--- config.mk ---
export PLATFORM = sky130hd
export DESIGN_NAME = can_dynamic_node_id_allocator
export DESIGN_NICKNAME = d
export VERILOG_FILES = /design/src/sv/cdna_pkg.sv /design/src/sv/can_dynamic_node_id_allocator.sv /design/src/sv/cdna_datapath.sv /design/src/sv/cdna_ctrl.sv
export SDC_FILE = /design/constraint.sdc
export NUM_CORES = 2
export LEC_CHECK = 0
export BUFFER_PORTS_ARGS = -buffer_cell sky130_fd_sc_hd__buf_4
export CAP_MARGIN = 40
export CORE_MARGIN = 1.5
export CORE_UTILIZATION = 53
export CTS_CLUSTER_DIAMETER = 50
export DETAILED_ROUTE_END_ITERATION = 7
export HOLD_SLACK_MARGIN = 0.12
export PLACE_DENSITY = 0.69
export SYNTH_ARGS = -nofsm -noshare
export SYNTH_HDL_FRONTEND = slang
export SYNTH_SLANG_ARGS = --single-unit
export TNS_END_PERCENT = 100
--- constraint.sdc ---
create_clock -name clk -period 13.6 [get_ports clk]
set_clock_uncertainty 0.2 [all_clocks]
set_input_delay 2.04 -clock clk [delete_from_list [all_inputs] [get_ports clk]]
set_output_delay 2.04 -clock clk [all_outputs]
set_load 0.05 [all_outputs]
--- src/sv/cdna_pkg.sv ---
// Shared types and constants for the dynamic node-ID allocator.
`timescale 1ns / 1ps
package cdna_pkg;

	localparam int TableEntriesDefault = 16;
	localparam int UidBytesDefault     = 16;
	localparam int UidBits             = 128;
	localparam int NodeW               = 7;
	localparam int LenW                = 5;
	localparam logic [15:0] TimeoutReset = 16'd3000;
	localparam logic [6:0]  HighestId    = 7'd125;
	localparam logic [6:0]  LowestId     = 7'd1;
	localparam logic [4:0]  UidLen       = 5'd16;

	localparam logic [2:0] RegOwn     = 3'd0;
	localparam logic [2:0] RegGnss    = 3'd1;
	localparam logic [2:0] RegBattery = 3'd2;
	localparam logic [2:0] RegCompass = 3'd3;
	localparam logic [2:0] RegBase    = 3'd4;
	localparam logic [2:0] RegRover   = 3'd5;
	localparam logic [2:0] RegTimeout = 3'd6;

	typedef enum logic [3:0] {
		ST_IDLE,
		ST_FRAG,
		ST_LOOKUP,
		ST_LOOKRD,
		ST_SEARCH,
		ST_SEARCHRD,
		ST_WRITE,
		ST_OUT
	} cdna_state_t;

	// controller -> datapath
	typedef struct packed {
		logic take_item;    // latch input beat
		logic frag_apply;   // evaluate fragment and update pending
		logic scan_clear;   // reset scan index
		logic scan_step;    // advance scan index
		logic cand_init;    // init candidate search
		logic cand_step;    // advance candidate
		logic table_write;  // write new entry
		logic load_hit;     // load output from table hit
		logic out_load;     // output register gets result
		logic out_take;     // output beat taken
	} cdna_cmd_t;

	// datapath -> controller
	typedef struct packed {
		logic is_obs;
		logic frag_emit;    // partial result ready
		logic frag_full;    // complete ID
		logic scan_last;
		logic scan_hit;
		logic cand_free;
		logic cand_done;    // search exhausted
		logic slot_found;
		logic out_busy;
	} cdna_sts_t;

endpackage

--- src/sv/can_dynamic_node_id_allocator.sv ---
// Top level of the dynamic node-ID allocator.
//  channel | dir | handshake          | payload
//  in      | in  | in_valid/in_ready  | kind .. observed_node
//  out     | out | out_valid/out_ready| assigned_node .. entry_count
//  cfg     | in  | cfg_we             | cfg_idx, cfg_data
// One item at a time. A fragment is evaluated in ST_FRAG; a complete ID then
// scans the table entries for a lookup, searches the candidate IDs (up to 125),
// and passes through ST_SEARCHRD and ST_WRITE to write the new entry.
// Reset clears table used bits, seen map and pending buffer at once.
// A result beat waiting on out_ready holds off the next input beat.
`timescale 1ns / 1ps
module can_dynamic_node_id_allocator
	import cdna_pkg::*;
#(
	parameter int TABLE_ENTRIES = TableEntriesDefault
) (
	input  logic        clk,
	input  logic        arst_n,
	input  logic        in_valid,
	output logic        in_ready,
	input  logic        kind,
	input  logic [6:0]  source_node,
	input  logic        frame_ok,
	input  logic        first_part,
	input  logic [6:0]  preferred_node,
	input  logic [4:0]  frag_len,
	input  logic [63:0] frag_bytes_low,
	input  logic [63:0] frag_bytes_high,
	input  logic [31:0] now_ms,
	input  logic [6:0]  observed_node,
	output logic        out_valid,
	input  logic        out_ready,
	output logic [6:0]  assigned_node,
	output logic [4:0]  echo_len,
	output logic [63:0] echo_bytes_low,
	output logic [63:0] echo_bytes_high,
	output logic [4:0]  entry_count,
	input  logic        cfg_we,
	input  logic [2:0]  cfg_idx,
	input  logic [15:0] cfg_data
);
	cdna_cmd_t cmd;
	cdna_sts_t sts;

	cdna_ctrl u_ctrl (
		.clk, .arst_n, .in_valid, .in_ready, .out_valid, .out_ready, .cmd, .sts
	);

	cdna_datapath #(.TABLE_ENTRIES(TABLE_ENTRIES)) u_dp (
		.clk, .arst_n, .cmd, .sts, .cfg_we, .cfg_idx, .cfg_data,
		.kind, .source_node, .frame_ok, .first_part, .preferred_node, .frag_len,
		.frag_bytes_low, .frag_bytes_high, .now_ms, .observed_node,
		.assigned_node, .echo_len, .echo_bytes_low, .echo_bytes_high, .entry_count
	);
endmodule

--- src/sv/cdna_datapath.sv ---
// Datapath: pending buffer, allocation table, seen map and ID search.
`timescale 1ns / 1ps
module cdna_datapath
	import cdna_pkg::*;
#(
	parameter int TABLE_ENTRIES = TableEntriesDefault
) (
	input  logic               clk,
	input  logic               arst_n,
	input  cdna_cmd_t          cmd,
	output cdna_sts_t          sts,
	input  logic               cfg_we,
	input  logic [2:0]         cfg_idx,
	input  logic [15:0]        cfg_data,
	input  logic               kind,
	input  logic [6:0]         source_node,
	input  logic               frame_ok,
	input  logic               first_part,
	input  logic [6:0]         preferred_node,
	input  logic [4:0]         frag_len,
	input  logic [63:0]        frag_bytes_low,
	input  logic [63:0]        frag_bytes_high,
	input  logic [31:0]        now_ms,
	input  logic [6:0]         observed_node,
	output logic [6:0]         assigned_node,
	output logic [4:0]         echo_len,
	output logic [63:0]        echo_bytes_low,
	output logic [63:0]        echo_bytes_high,
	output logic [4:0]         entry_count
);
	localparam int IdxW = (TABLE_ENTRIES > 1) ? $clog2(TABLE_ENTRIES) : 1;
	localparam int CntW = $clog2(TABLE_ENTRIES + 1);

	logic [6:0]  cfg_id_q [6];
	logic [15:0] timeout_q;

	always_ff @(posedge clk or negedge arst_n) begin
		if (!arst_n) begin
			for (int i = 0; i < 6; i++) cfg_id_q[i] <= '0;
			timeout_q <= TimeoutReset;
		end else if (cfg_we) begin
			case (cfg_idx)
				RegOwn, RegGnss, RegBattery, RegCompass, RegBase, RegRover:
					cfg_id_q[cfg_idx] <= cfg_data[6:0];
				RegTimeout: timeout_q <= cfg_data;
				default: ;
			endcase
		end
	end

	// latched input beat
	logic        kind_q, ok_q, first_q;
	logic [6:0]  src_q, pref_in_q, obs_q;
	logic [4:0]  len_q;
	logic [127:0] frag_q;
	logic [31:0] now_q;

	always_ff @(posedge clk) begin
		if (cmd.take_item) begin
			kind_q    <= kind;
			src_q     <= source_node;
			ok_q      <= frame_ok;
			first_q   <= first_part;
			pref_in_q <= preferred_node;
			len_q     <= frag_len;
			frag_q    <= {frag_bytes_high, frag_bytes_low};
			now_q     <= now_ms;
			obs_q     <= observed_node;
		end
	end

	// bus seen map (128 flops, cleared at reset)
	logic [127:0] seen_q;
	always_ff @(posedge clk or negedge arst_n) begin
		if (!arst_n) seen_q <= '0;
		else if (cmd.frag_apply && kind_q) seen_q[obs_q] <= 1'b1;
	end

	// pending state
	logic [127:0] puid_q;
	logic [4:0]   pcnt_q;
	logic [6:0]   ppref_q;
	logic [31:0]  pstamp_q;

	logic [31:0] age;
	logic        valid_frag, timed_out, go, overflow;
	logic [4:0]  base_cnt;
	logic [5:0]  sum;
	logic [127:0] uid_base, uid_new, frag_mask, frag_sh;
	logic [7:0]  shamt;

	always_comb begin
		age        = now_q - pstamp_q;
		valid_frag = !kind_q && src_q == '0 && ok_q && len_q != '0 && len_q <= UidLen;
		timed_out  = pstamp_q != '0 && age > {16'd0, timeout_q};
		base_cnt   = (first_q || timed_out) ? 5'd0 : pcnt_q;
		go         = valid_frag && (first_q || base_cnt != '0);
		sum        = {1'b0, base_cnt} + {1'b0, len_q};
		overflow   = sum > {1'b0, UidLen};
		uid_base   = first_q ? '0 : puid_q;
		frag_mask  = (len_q[4]) ? '1 : ((128'd1 << {len_q[3:0], 3'b000}) - 128'd1);
		shamt      = {base_cnt[3:0], 3'b000};
		frag_sh    = (frag_q & frag_mask) << shamt;
		uid_new    = (uid_base & ~(frag_mask << shamt)) | frag_sh;
	end

	assign sts.is_obs    = kind_q;
	assign sts.frag_emit = go && !overflow && sum < {1'b0, UidLen};
	assign sts.frag_full = go && !overflow && sum == {1'b0, UidLen};

	// count drops to zero on timeout, overflow and a complete ID; a first part restarts it from its own length
	always_ff @(posedge clk or negedge arst_n) begin
		if (!arst_n) begin
			puid_q   <= '0;
			pcnt_q   <= '0;
			ppref_q  <= '0;
			pstamp_q <= '0;
		end else if (cmd.frag_apply && valid_frag) begin
			if (first_q) ppref_q <= pref_in_q;
			if (go && !overflow) begin
				puid_q   <= uid_new;
				pstamp_q <= now_q;
			end else if (first_q) begin
				puid_q <= '0;
			end
			if (go && !overflow && !sum[4]) pcnt_q <= sum[4:0];
			else pcnt_q <= '0;
		end
	end

	// allocation table: used bits in flops, uid/node in memory
	logic [TABLE_ENTRIES-1:0] used_q;
	logic [127:0] tuid_mem [TABLE_ENTRIES];
	logic [6:0]   tnode_mem [TABLE_ENTRIES];
	logic [IdxW:0] scan_q;
	logic [127:0] rd_uid_q;
	logic [6:0]   rd_node_q;
	logic         rd_used_q;
	logic [IdxW-1:0] slot_q;
	logic         slot_ok_q;
	logic [6:0]   cand_q;

	always_ff @(posedge clk) begin
		rd_uid_q  <= tuid_mem[scan_q[IdxW-1:0]];
		rd_node_q <= tnode_mem[scan_q[IdxW-1:0]];
		if (cmd.table_write) begin
			tuid_mem[slot_q]  <= puid_q;
			tnode_mem[slot_q] <= cand_q;
		end
	end

	always_ff @(posedge clk or negedge arst_n) begin
		if (!arst_n) begin
			used_q    <= '0;
			scan_q    <= '0;
			rd_used_q <= 1'b0;
		end else begin
			rd_used_q <= used_q[scan_q[IdxW-1:0]];
			if (cmd.scan_clear) scan_q <= '0;
			else if (cmd.scan_step) scan_q <= scan_q + 1'b1;
			if (cmd.table_write) used_q[slot_q] <= 1'b1;
		end
	end

	// lookup of the registered read corresponds to scan_q (held during compare)
	assign sts.scan_hit  = rd_used_q && rd_uid_q == puid_q;
	assign sts.scan_last = scan_q == (IdxW+1)'(TABLE_ENTRIES - 1);

	// first free slot via priority over flops
	logic [IdxW-1:0] slot_d;
	logic            slot_ok_d;
	always_comb begin
		slot_d    = '0;
		slot_ok_d = 1'b0;
		for (int i = TABLE_ENTRIES - 1; i >= 0; i--)
			if (!used_q[i]) begin
				slot_d    = IdxW'(i);
				slot_ok_d = 1'b1;
			end
	end

	always_ff @(posedge clk) begin
		if (cmd.cand_init) begin
			slot_q    <= slot_d;
			slot_ok_q <= slot_ok_d;
		end
	end
	assign sts.slot_found = slot_ok_q;

	// mirror of table node IDs in flops for the parallel compare
	logic [6:0] tnode_dup_q [TABLE_ENTRIES];
	always_ff @(posedge clk) begin
		if (cmd.table_write) tnode_dup_q[slot_q] <= cand_q;
	end

	// candidate search: one ID per cycle, checks against config, table and seen
	logic down_q, done_q;
	logic [6:0] pref_lat_q;
	logic cand_hit_tab;
	logic cand_cfg;
	always_comb begin
		cand_hit_tab = 1'b0;
		for (int i = 0; i < TABLE_ENTRIES; i++)
			if (used_q[i] && tnode_dup_q[i] == cand_q) cand_hit_tab = 1'b1;
		cand_cfg = 1'b0;
		for (int i = 0; i < 6; i++)
			if (cfg_id_q[i] == cand_q) cand_cfg = 1'b1;
	end

	assign sts.cand_free = !done_q && cand_q >= LowestId && cand_q <= HighestId
		&& !cand_cfg && !cand_hit_tab && !seen_q[cand_q];
	assign sts.cand_done = done_q;

	always_ff @(posedge clk or negedge arst_n) begin
		if (!arst_n) begin
			cand_q <= '0; down_q <= 1'b0; done_q <= 1'b0;
			pref_lat_q <= '0;
		end else if (cmd.cand_init) begin
			done_q     <= 1'b0;
			pref_lat_q <= ppref_q;
			if (ppref_q >= LowestId && ppref_q <= HighestId) begin
				down_q <= 1'b0; cand_q <= ppref_q;
			end else begin
				down_q <= 1'b1; cand_q <= HighestId;
			end
		end else if (cmd.cand_step) begin
			if (!down_q) begin
				if (cand_q == HighestId) begin
					down_q <= 1'b1;
					if (pref_lat_q == LowestId) done_q <= 1'b1;
					cand_q <= pref_lat_q - 7'd1;
				end else cand_q <= cand_q + 7'd1;
			end else begin
				if (cand_q <= LowestId) done_q <= 1'b1;
				else cand_q <= cand_q - 7'd1;
			end
		end
	end

	// output register
	logic [CntW-1:0] used_cnt;
	always_comb begin
		used_cnt = '0;
		for (int i = 0; i < TABLE_ENTRIES; i++) used_cnt = used_cnt + CntW'(used_q[i]);
	end

	logic out_busy_q;
	logic [127:0] emask;
	assign emask = (sum[4]) ? '1 : ((128'd1 << {sum[3:0], 3'b000}) - 128'd1);

	always_ff @(posedge clk or negedge arst_n) begin
		if (!arst_n) out_busy_q <= 1'b0;
		else if (cmd.out_load || cmd.load_hit) out_busy_q <= 1'b1;
		else if (cmd.out_take) out_busy_q <= 1'b0;
	end
	assign sts.out_busy = out_busy_q;

	logic [127:0] echo_q;
	always_ff @(posedge clk) begin
		if (cmd.frag_apply) begin
			echo_q        <= uid_new & emask;
			echo_len      <= sum[4:0];
			assigned_node <= '0;
		end else if (cmd.load_hit) begin
			assigned_node <= rd_node_q;
			echo_q        <= puid_q;
			echo_len      <= UidLen;
		end else if (cmd.table_write) begin
			assigned_node <= cand_q;
			echo_q        <= puid_q;
			echo_len      <= UidLen;
		end
		// a new entry counts in the beat that reports it
		if (cmd.table_write) entry_count <= 5'(used_cnt) + 5'd1;
		else if (cmd.out_load || cmd.load_hit) entry_count <= 5'(used_cnt);
	end
	assign echo_bytes_low  = echo_q[63:0];
	assign echo_bytes_high = echo_q[127:64];
endmodule

--- src/sv/cdna_ctrl.sv ---
// Controller state machine sequencing fragment, lookup, search and output.
`timescale 1ns / 1ps
module cdna_ctrl
	import cdna_pkg::*;
(
	input  logic      clk,
	input  logic      arst_n,
	input  logic      in_valid,
	output logic      in_ready,
	output logic      out_valid,
	input  logic      out_ready,
	output cdna_cmd_t cmd,
	input  cdna_sts_t sts
);
	cdna_state_t state_q, state_d;

	always_ff @(posedge clk or negedge arst_n) begin
		if (!arst_n) state_q <= ST_IDLE;
		else state_q <= state_d;
	end

	assign in_ready  = state_q == ST_IDLE && !sts.out_busy;
	assign out_valid = sts.out_busy;

	always_comb begin
		state_d = state_q;
		case (state_q)
			ST_IDLE:     if (in_valid && in_ready) state_d = ST_FRAG;
			ST_FRAG: begin
				if (sts.frag_full) state_d = ST_LOOKRD;
				else state_d = ST_IDLE;
			end
			ST_LOOKRD:   state_d = ST_LOOKUP;
			ST_LOOKUP: begin
				if (sts.scan_hit) state_d = ST_IDLE;
				else if (sts.scan_last) state_d = ST_SEARCH;
				else state_d = ST_LOOKRD;
			end
			ST_SEARCH: begin
				if (sts.cand_done) state_d = ST_IDLE;
				else if (sts.cand_free) state_d = ST_SEARCHRD;
			end
			ST_SEARCHRD: state_d = sts.slot_found ? ST_WRITE : ST_IDLE;
			ST_WRITE:    state_d = ST_IDLE;
			default:     state_d = ST_IDLE;
		endcase
	end

	always_comb begin
		cmd = '0;
		cmd.out_take = out_valid && out_ready;
		case (state_q)
			ST_IDLE:   cmd.take_item = in_valid && in_ready;
			ST_FRAG: begin
				cmd.frag_apply = 1'b1;
				cmd.scan_clear = 1'b1;
				cmd.out_load   = sts.frag_emit;
			end
			ST_LOOKUP: begin
				cmd.load_hit  = sts.scan_hit;
				cmd.scan_step = !sts.scan_hit && !sts.scan_last;
				cmd.cand_init = !sts.scan_hit && sts.scan_last;
			end
			ST_SEARCH:   cmd.cand_step = !sts.cand_done && !sts.cand_free;
			ST_WRITE: begin
				cmd.table_write = 1'b1;
				cmd.out_load    = 1'b1;
			end
			default: ;
		endcase
	end
endmodule
Word-level counts from Yosys, hierarchy flattened
Memory sizes are Yosys's and may differ from the RTL's. A register that Yosys moved wholly into a read port is not among the register bits.
Index checks and enable logic that the tools add are counted.
{ "totals": {"register_bits": 740, "latchBits": 0, "ramBits": 2272, "mem_bits_ro": 0, "in_bits": 213, "out_inout_bits": 147, "elab_cells": 325, "mem_count": 3} }
{ "classes": {"addsub": 24, "n_mul": 0, "div_mod_pow": 0, "magnitude_cmp": 17, "n_eq_ne": 43, "shift": 4, "muxes": 103, "bitwise_logic": 8, "n_reduce_logical": 84} }
{ "mem_list": {"columns": ["name", "depth", "word_bits", "rd", "rd_ports_with_merged_regs", "wr", "line", "text"], "rows": [
  ["u_dp.tuid_mem", 16, 128, 1, 1, 1, "cdna_datapath.sv:133", "logic [127:0] tuid_mem [TABLE_ENTRIES];"],
  ["u_dp.tnode_dup_q", 16, 7, 16, 0, 1, "cdna_datapath.sv:191", "logic [6:0] tnode_dup_q [TABLE_ENTRIES];"],
  ["u_dp.tnode_mem", 16, 7, 1, 1, 1, "cdna_datapath.sv:134", "logic [6:0] tnode_mem [TABLE_ENTRIES];"]
]} }
{ "ops": {"columns": ["operator", "n"], "rows": [
  ["2-to-1 mux 128 bit", 7],
  ["bitwise AND 128 bit", 3],
  ["bitwise OR 128 bit", 2],
  ["left shift 1 x 7 -> 128 bit, first input constant", 2],
  ["left shift 128 x 7 -> 128 bit", 2],
  ["subtractor 128 x 1 -> 128 bit, second input constant", 2],
  ["== test 7 bit", 22],
  ["== test 128 bit", 1],
  ["NOT 128 bit", 1],
  ["adder 5 x 1 -> 5 bit", 14],
  ["2-to-1 mux 7 bit", 9],
  ["2-to-1 mux 4 bit", 12],
  ["2-to-1 mux 1 bit", 47],
  ["2-to-1 mux 5 bit", 9],
  ["logical AND 1 bit", 44],
  ["bitwise mux 42 bit", 1],
  ["greater-than comparator 32 x 16 -> 1 bit", 1],
  ["nonzero test 32 bit", 1],
  ["subtractor 32 bit", 1],
  ["case mux 4 bit (6 select lines)", 1],
  ["demux 7 bit (select 3 bit)", 1],
  ["greater-or-equal comparator 7 x 1 -> 1 bit, second input constant", 3],
  ["2-to-1 mux 3 bit", 6],
  ["less-than comparator 7 x 8 -> 1 bit, second input constant", 2],
  ["other kinds (48)", 89]
]} }

Longest topological paths before layout
An unclocked memory read counts as a cell.
{ "depth": {"word_depth": 27, "mapped_depth": 40, "mapped_depth_nobuf": 35} }

By module
Synthesis repeated with hierarchy kept, for this count alone.
{ "hier_totals": {"cells_unflattened": 7588, "hier_area_um2": 127139.4} }
{ "by_module_without_submodules": {"columns": ["mod", "instances", "cells_each", "area_per_inst_um2", "seq_area_each_um2"], "rows": [
  ["cdna_datapath", 1, 7551, 126839.1, 87617.8],
  ["cdna_ctrl", 1, 37, 300.3, 75.1]
]} }

Worst setup path after synthesis
OpenSTA, ideal clock, no wires.
{ "synth_path": {"path_type": "register to register", "from": "register u_ctrl.state_q[1]", "to": "register u_dp.used_q[0]", "setup_ps": 123, "arrival_time_ps": 11416, "t_required_ps": 13277, "slack_ps": 1860, "stages_incl_launch_ff": 8, "n_path_buf": 2, "synth_period_minus_slack_ps": 11740, "cell_sequence": "dfrtp_1 > clkbuf_1 > nand2_1 > or2_2 > or3_1 > clkbuf_1 > nor3_1 > or2_2"} }
{ "synth_via": {"elab_chain_cells": 2} }
{ "synth_rtl": {"columns": ["element", "line", "text"], "rows": [
  ["from (decl)", "cdna_ctrl.sv:15", "cdna_state_t state_q, state_d;"],
  ["from (signal assigned)", "cdna_ctrl.sv:19", "else state_q <= state_d;"],
  ["== test 4 x 3 -> 1 bit", "cdna_ctrl.sv:52", "case (state_q)"],
  ["2-to-1 mux 1 bit", "cdna_ctrl.sv:52", null],
  ["to (signal assigned)", "cdna_datapath.sv:154", "used_q <= '0;"],
  ["to (signal, indexed assignment)", "cdna_datapath.sv:161", "if (cmd.table_write) used_q[slot_q] <= 1'b1;"],
  ["to (decl)", "cdna_datapath.sv:132", "logic [TABLE_ENTRIES-1:0] used_q;"]
]} }
Every way passes these cells.
A chain may end at the register's enable or synchronous reset.

Worst setup path after layout
{ "layout_path": {"from": "register u_dp.pstamp_q[0]", "to": "register u_dp.puid_q[42]"} }
{ "layout_via": {"elab_chain_cells": 10, "word_cells_on_any_way": 19, "classes_between": "2 x add/sub; 2 x order compare; 2 x shift; 2 x mux; 3 x bitwise; 8 x reduce/logical"} }
{ "layout_rtl": {"columns": ["element", "line", "text"], "rows": [
  ["from (decl)", "cdna_datapath.sv:83", "logic [31:0] pstamp_q;"],
  ["from (signal assigned)", "cdna_datapath.sv:122", "pstamp_q <= now_q;"],
  ["subtractor 32 bit", "cdna_datapath.sv:93", "age = now_q - pstamp_q;"],
  ["greater-than comparator 32 x 16 -> 1 bit", "cdna_datapath.sv:95", "timed_out = pstamp_q != '0 && age > {16'd0, timeout_q};"],
  ["logical AND 1 bit (*)", "cdna_datapath.sv:95", null],
  ["logical OR 1 bit (*)", "cdna_datapath.sv:96", "base_cnt = (first_q || timed_out) ? 5'd0 : pcnt_q;"],
  ["2-to-1 mux 5 bit (*)", "cdna_datapath.sv:96", null],
  ["adder 5 x 5 -> 6 bit (tied with other cells)", "cdna_datapath.sv:98", "sum = {1'b0, base_cnt} + {1'b0, len_q};"],
  ["greater-than comparator 6 x 5 -> 1 bit (tied with other cells)", "cdna_datapath.sv:99", "overflow = sum > {1'b0, UidLen};"],
  ["logical NOT 1 bit (tied with other cells)", "cdna_datapath.sv:120", "if (go && !overflow) begin"],
  ["logical AND 1 bit / bitwise OR 128 bit (equally long branches)", "cdna_datapath.sv:120, cdna_datapath.sv:104", null],
  ["2-to-1 mux 128 bit (*)", "cdna_datapath.sv:120", null],
  ["to (signal assigned)", "cdna_datapath.sv:121", "puid_q <= uid_new;"],
  ["to (decl)", "cdna_datapath.sv:80", "logic [127:0] puid_q;"]
]} }
Every way passes the cells marked *; elsewhere a longest branch is shown, timed or not.

==> flow_metrics.tcl <==
set metrics [dict create \
    post_cts_resized 0 \
    crit_path_start_kind "register" \
    count_of_hold_buffers_inserted_by_post_cts_repair 0 \
    routed_via_density 6.755 \
    clock-sinks 3034 \
    worst_setup_path_end_kind "register" \
    dpl.hpwl_mm 277.1 \
    synth.lib_cells_used.distinct 103 \
    violations "DRC" \
    final_antenna_net_count 0 \
    worst_pin_slew_ns 1.128 \
    globalplace.congestion 1.046 \
    multi_input_area_sq_um 36840 \
    die_area_sq_um 242200 \
    worst-setup-path-type "register to register" \
    synth_edf_count 2492 \
    synth.yosys.seq_area_share 0.6917 \
    worst_ep_arrival_time_ns 10.52 \
    achievable-frequency_mhz 100.8 \
    die_width_microns 492.1 \
    fin_crit_ns 9.925 \
    grt_max_degree 180 \
    clock_tree.root_cell "sky130_fd_sc_hd__clkbuf_16" \
    initial_utilization 0.5330 \
    ioPinCount 360 \
    core-area_sq_um 237900 \
    rsz0062_at_grt "false" \
    placedInstanceArea_sq_um 135000 \
    slowest_delay_ns 0.74 \
    seq_area_sq_um 87720 \
    cpMostUsedCell "sky130_fd_sc_hd__buf_4" \
    synthCells 7394 \
    crit_slowest_cell "sky130_fd_sc_hd__fa_1" \
    cp_max_fo 39 \
    layout_stage_area_growth_over_the_synthesis_result_pct 15.27 \
    yosys_warnings 0 \
    worst_ep_required_time_ns 14.20 \
    post-cts-setup-buffers 0 \
    hold_viol_final 0 \
    min-delay-path-class "register to register" \
    portBuffers 359 \
    clk_transition_reported_paths_ns 0.06 \
    die_y_microns 492.1 \
    detailroute.via_count 77100 \
    clk-insertion-delay-late_ns 1.02 \
    setup_violations 0 \
    slew_headroom 0.2477 \
    layout-drive-gt1-share 0.2590 \
    leakage_nw 44.86 \
    cts.htree.levels 5 \
    drt_first_iter_violations 11640 \
    outcome "complete, but fails checks" \
    synth-seq-cells 3034 \
    first_pass_grt_wire_length_mm 578.7 \
    max-vdd-ir-drop_v 0.0001283 \
    grt_util_all_layers 0.3423 \
    mappedNetlistNets 7687 \
    fin_setup_tns_ns 0 \
    fill_cells 17040 \
    share_of_the_clock_period_used_by_the_worst_path 0.7298 \
    wl_mm 417.4 \
    ctsLongestPathBuffers 4 \
    finalInstanceArea_sq_um 146200 \
    finalPower_w 0.02291 \
    antenna_found_initial 38 \
    yosys_most_used_dff "sky130_fd_sc_hd__edfxtp_1" \
    routed_wire_length_per_instance_microns 36.58 \
    drt_pre_antenna_iters 8 \
    post-route-util 0.6145 \
    cts_buffers 337 \
    layout.cells.most_common "sky130_fd_sc_hd__edfxtp_1" \
    layout_common_cells "sky130_fd_sc_hd__edfxtp_1 (2492), sky130_fd_sc_hd__mux4_2 (722), sky130_fd_sc_hd__buf_4 (585)" \
    postSynth.asyncResetShare 0.1318 \
    synthesis.area_sq_um 126800 \
    max-cap-violations 0 \
    via_count_of_the_first_global_routing_pass 74620 \
    cts_tree "yes" \
    route.detailed.drc 40 \
    syn_avg_cell_area_sq_um 17.15 \
    timing.final.max_slew_violations 0 \
    num-nets-final 8267 \
    row_count 179 \
    global_route.overflow_total 0 \
    power_density_over_cell_area_nw_per_um2 156.7 \
]
cells by family (layout without fill, tap and decap cells):
| group | after synthesis | after routing | share of synthesized area |
|---|---|---|---|
| XOR/XNOR | 272 | 272 | 0.01879 |
| adder cells (fa/ha/maj) | 80 | 80 | 0.008605 |
| AO/OA/AOI/OAI | 1312 | 1312 | 0.07306 |
| other | 0 | 6 | 0 |
| buffers and inverters | 622 | 1468 | 0.01973 |
| flip-flops | 3034 | 3034 | 0.6917 |
| AND/OR/NAND/NOR | 1135 | 1135 | 0.04167 |
| multiplexers | 939 | 939 | 0.1465 |
stage by stage:
step / std cells / setup WS, ns / hold slack (ns)
6_report: 11410 / 3.675 / 0.2490
5_1_grt: 11410 / 3.038 / 0.2606
4_1_cts: 11400 / 3.702 / 0.2508
3_5_place_dp: 10800 / 3.746 / 0.2389
3_3_place_gp: 10720 / 3.530 / 0.2315
2_1_floorplan: 7394 / 1.860 / 0.2226
critical path, delay by kind of cell (launching register included):
| kind | cells | cell delay (ns) |
|---|---|---|
| compound gates | 11 | 3.25 |
| simple gates | 9 | 1.99 |
| fa+ha+maj | 5 | 1.94 |
| buf+inv | 6 | 1.82 |
| flops | 1 | 0.40 |
| xor+xnor | 1 | 0.15 |
registers in the layout, indices dropped and copies added, names as in the netlist, 16 cells and up:
| signal | count |
|---|---|
| u_dp.cfg_id_q | 42 |
| u_dp.timeout_q | 16 |
| u_dp.rd_uid_q | 128 |
| u_dp.pstamp_q | 32 |
| u_dp.used_q | 16 |
| u_dp.puid_q | 128 |
| u_dp.echo_q | 128 |
| u_dp.tnode_mem | 112 |
| u_dp.seen_q | 128 |
| u_dp.tuid_mem | 2048 |
| u_dp.now_q | 32 |
| u_dp.frag_q | 128 |
per-layer routing:
| metal | up-vias | global-route usage | share of wire |
|---|---|---|---|
| met4 | 34 | 0.1839 | 0.063 |
| li1 | 30840 | - | - |
| met5 | - | 0 | 0.00053 |
| met2 | 5259 | 0.5171 | 0.45 |
| met1 | 40000 | 0.4674 | 0.37 |
| met3 | 958 | 0.07666 | 0.11 |
power breakdown:
group,internal [W],switching (W),total [W],leakage [nW]
clock,0.00545,0.00369,0.00914,5.40
combinational,0.000780,0.00209,0.00287,14.4
sequential,0.0104,0.000442,0.0109,25.1
layout make-up:
| type | instances | area share |
|---|---|---|
| flip-flops and latches | 3034 | 0.6002 |
| multi-input cells | 3738 | 0.2521 |
| clock buffers | 444 | 0.06330 |
| repair buffers | 660 | 0.03920 |
| well taps | 3167 | 0.02711 |
| clock inverters | 161 | 0.01274 |
| inverters | 203 | 0.005248 |
| diodes | 6 | 0.0001027 |
synth_stat cells (13+ instances only):
master	n	area [sq um]
sky130_fd_sc_hd__o21ai_0	222	1111
sky130_fd_sc_hd__a21o_1	127	953.4
sky130_fd_sc_hd__nand4_1	57	356.6
sky130_fd_sc_hd__nor3_1	68	340.3
sky130_fd_sc_hd__dfrtp_1	393	9834
sky130_fd_sc_hd__a211o_1	16	140.1
sky130_fd_sc_hd__ha_1	68	850.8
sky130_fd_sc_hd__a22o_1	94	823.3
sky130_fd_sc_hd__mux2_2	108	1216
sky130_fd_sc_hd__o211ai_1	90	675.7
sky130_fd_sc_hd__edfxtp_1	2492	74830
sky130_fd_sc_hd__xnor2_1	130	1139
sky130_fd_sc_hd__buf_2	61	305.3
sky130_fd_sc_hd__buf_1	98	367.9
sky130_fd_sc_hd__a221o_1	13	130.1
sky130_fd_sc_hd__o21a_1	19	142.6
sky130_fd_sc_hd__a31oi_1	45	281.5
sky130_fd_sc_hd__nor2b_1	16	100.1
sky130_fd_sc_hd__a221oi_1	27	236.5
sky130_fd_sc_hd__a21oi_1	165	825.8
sky130_fd_sc_hd__o2111ai_1	13	113.9
sky130_fd_sc_hd__a22oi_1	40	300.3
sky130_fd_sc_hd__a211oi_1	41	307.8
sky130_fd_sc_hd__o21bai_1	45	337.8
sky130_fd_sc_hd__dfxtp_1	142	2843
sky130_fd_sc_hd__clkbuf_1	242	908.4
sky130_fd_sc_hd__nand3_1	87	435.4
sky130_fd_sc_hd__mux4_2	722	16260
sky130_fd_sc_hd__and2_1	27	168.9
sky130_fd_sc_hd__o2bb2ai_1	47	411.6
sky130_fd_sc_hd__xor2_1	142	1244
sky130_fd_sc_hd__or2_2	26	162.7
sky130_fd_sc_hd__nand2_1	430	1614
sky130_fd_sc_hd__or3_1	23	143.9
sky130_fd_sc_hd__nor4_1	63	394.1
sky130_fd_sc_hd__o21ai_1	23	115.1
sky130_fd_sc_hd__nand2b_1	26	162.7
sky130_fd_sc_hd__o22ai_1	124	775.7
sky130_fd_sc_hd__nor2_1	260	975.9
sky130_fd_sc_hd__o221ai_1	25	219.0
sky130_fd_sc_hd__mux2i_1	108	1081
sky130_fd_sc_hd__inv_1	199	747.0
path summary, 6_finish.rpt:
kind	from	end	slack, ns	cells after the start
setup / recovery	u_dp.pstamp_q[0]	u_dp.puid_q[42]	3.67	32
hold / removal	u_dp.seen_q[102]	u_dp.seen_q[102]	0.25	1
setup reg to reg	u_dp.pstamp_q[0]	u_dp.puid_q[42]	3.67	32
hold reg to reg	u_dp.seen_q[102]	u_dp.seen_q[102]	0.25	1
max in group asynchronous	arst_n	u_dp.puid_q[68]	9.90	3
min in group asynchronous	arst_n	u_dp.pstamp_q[21]	0.94	1
Power figures use the tool's default switching activity.
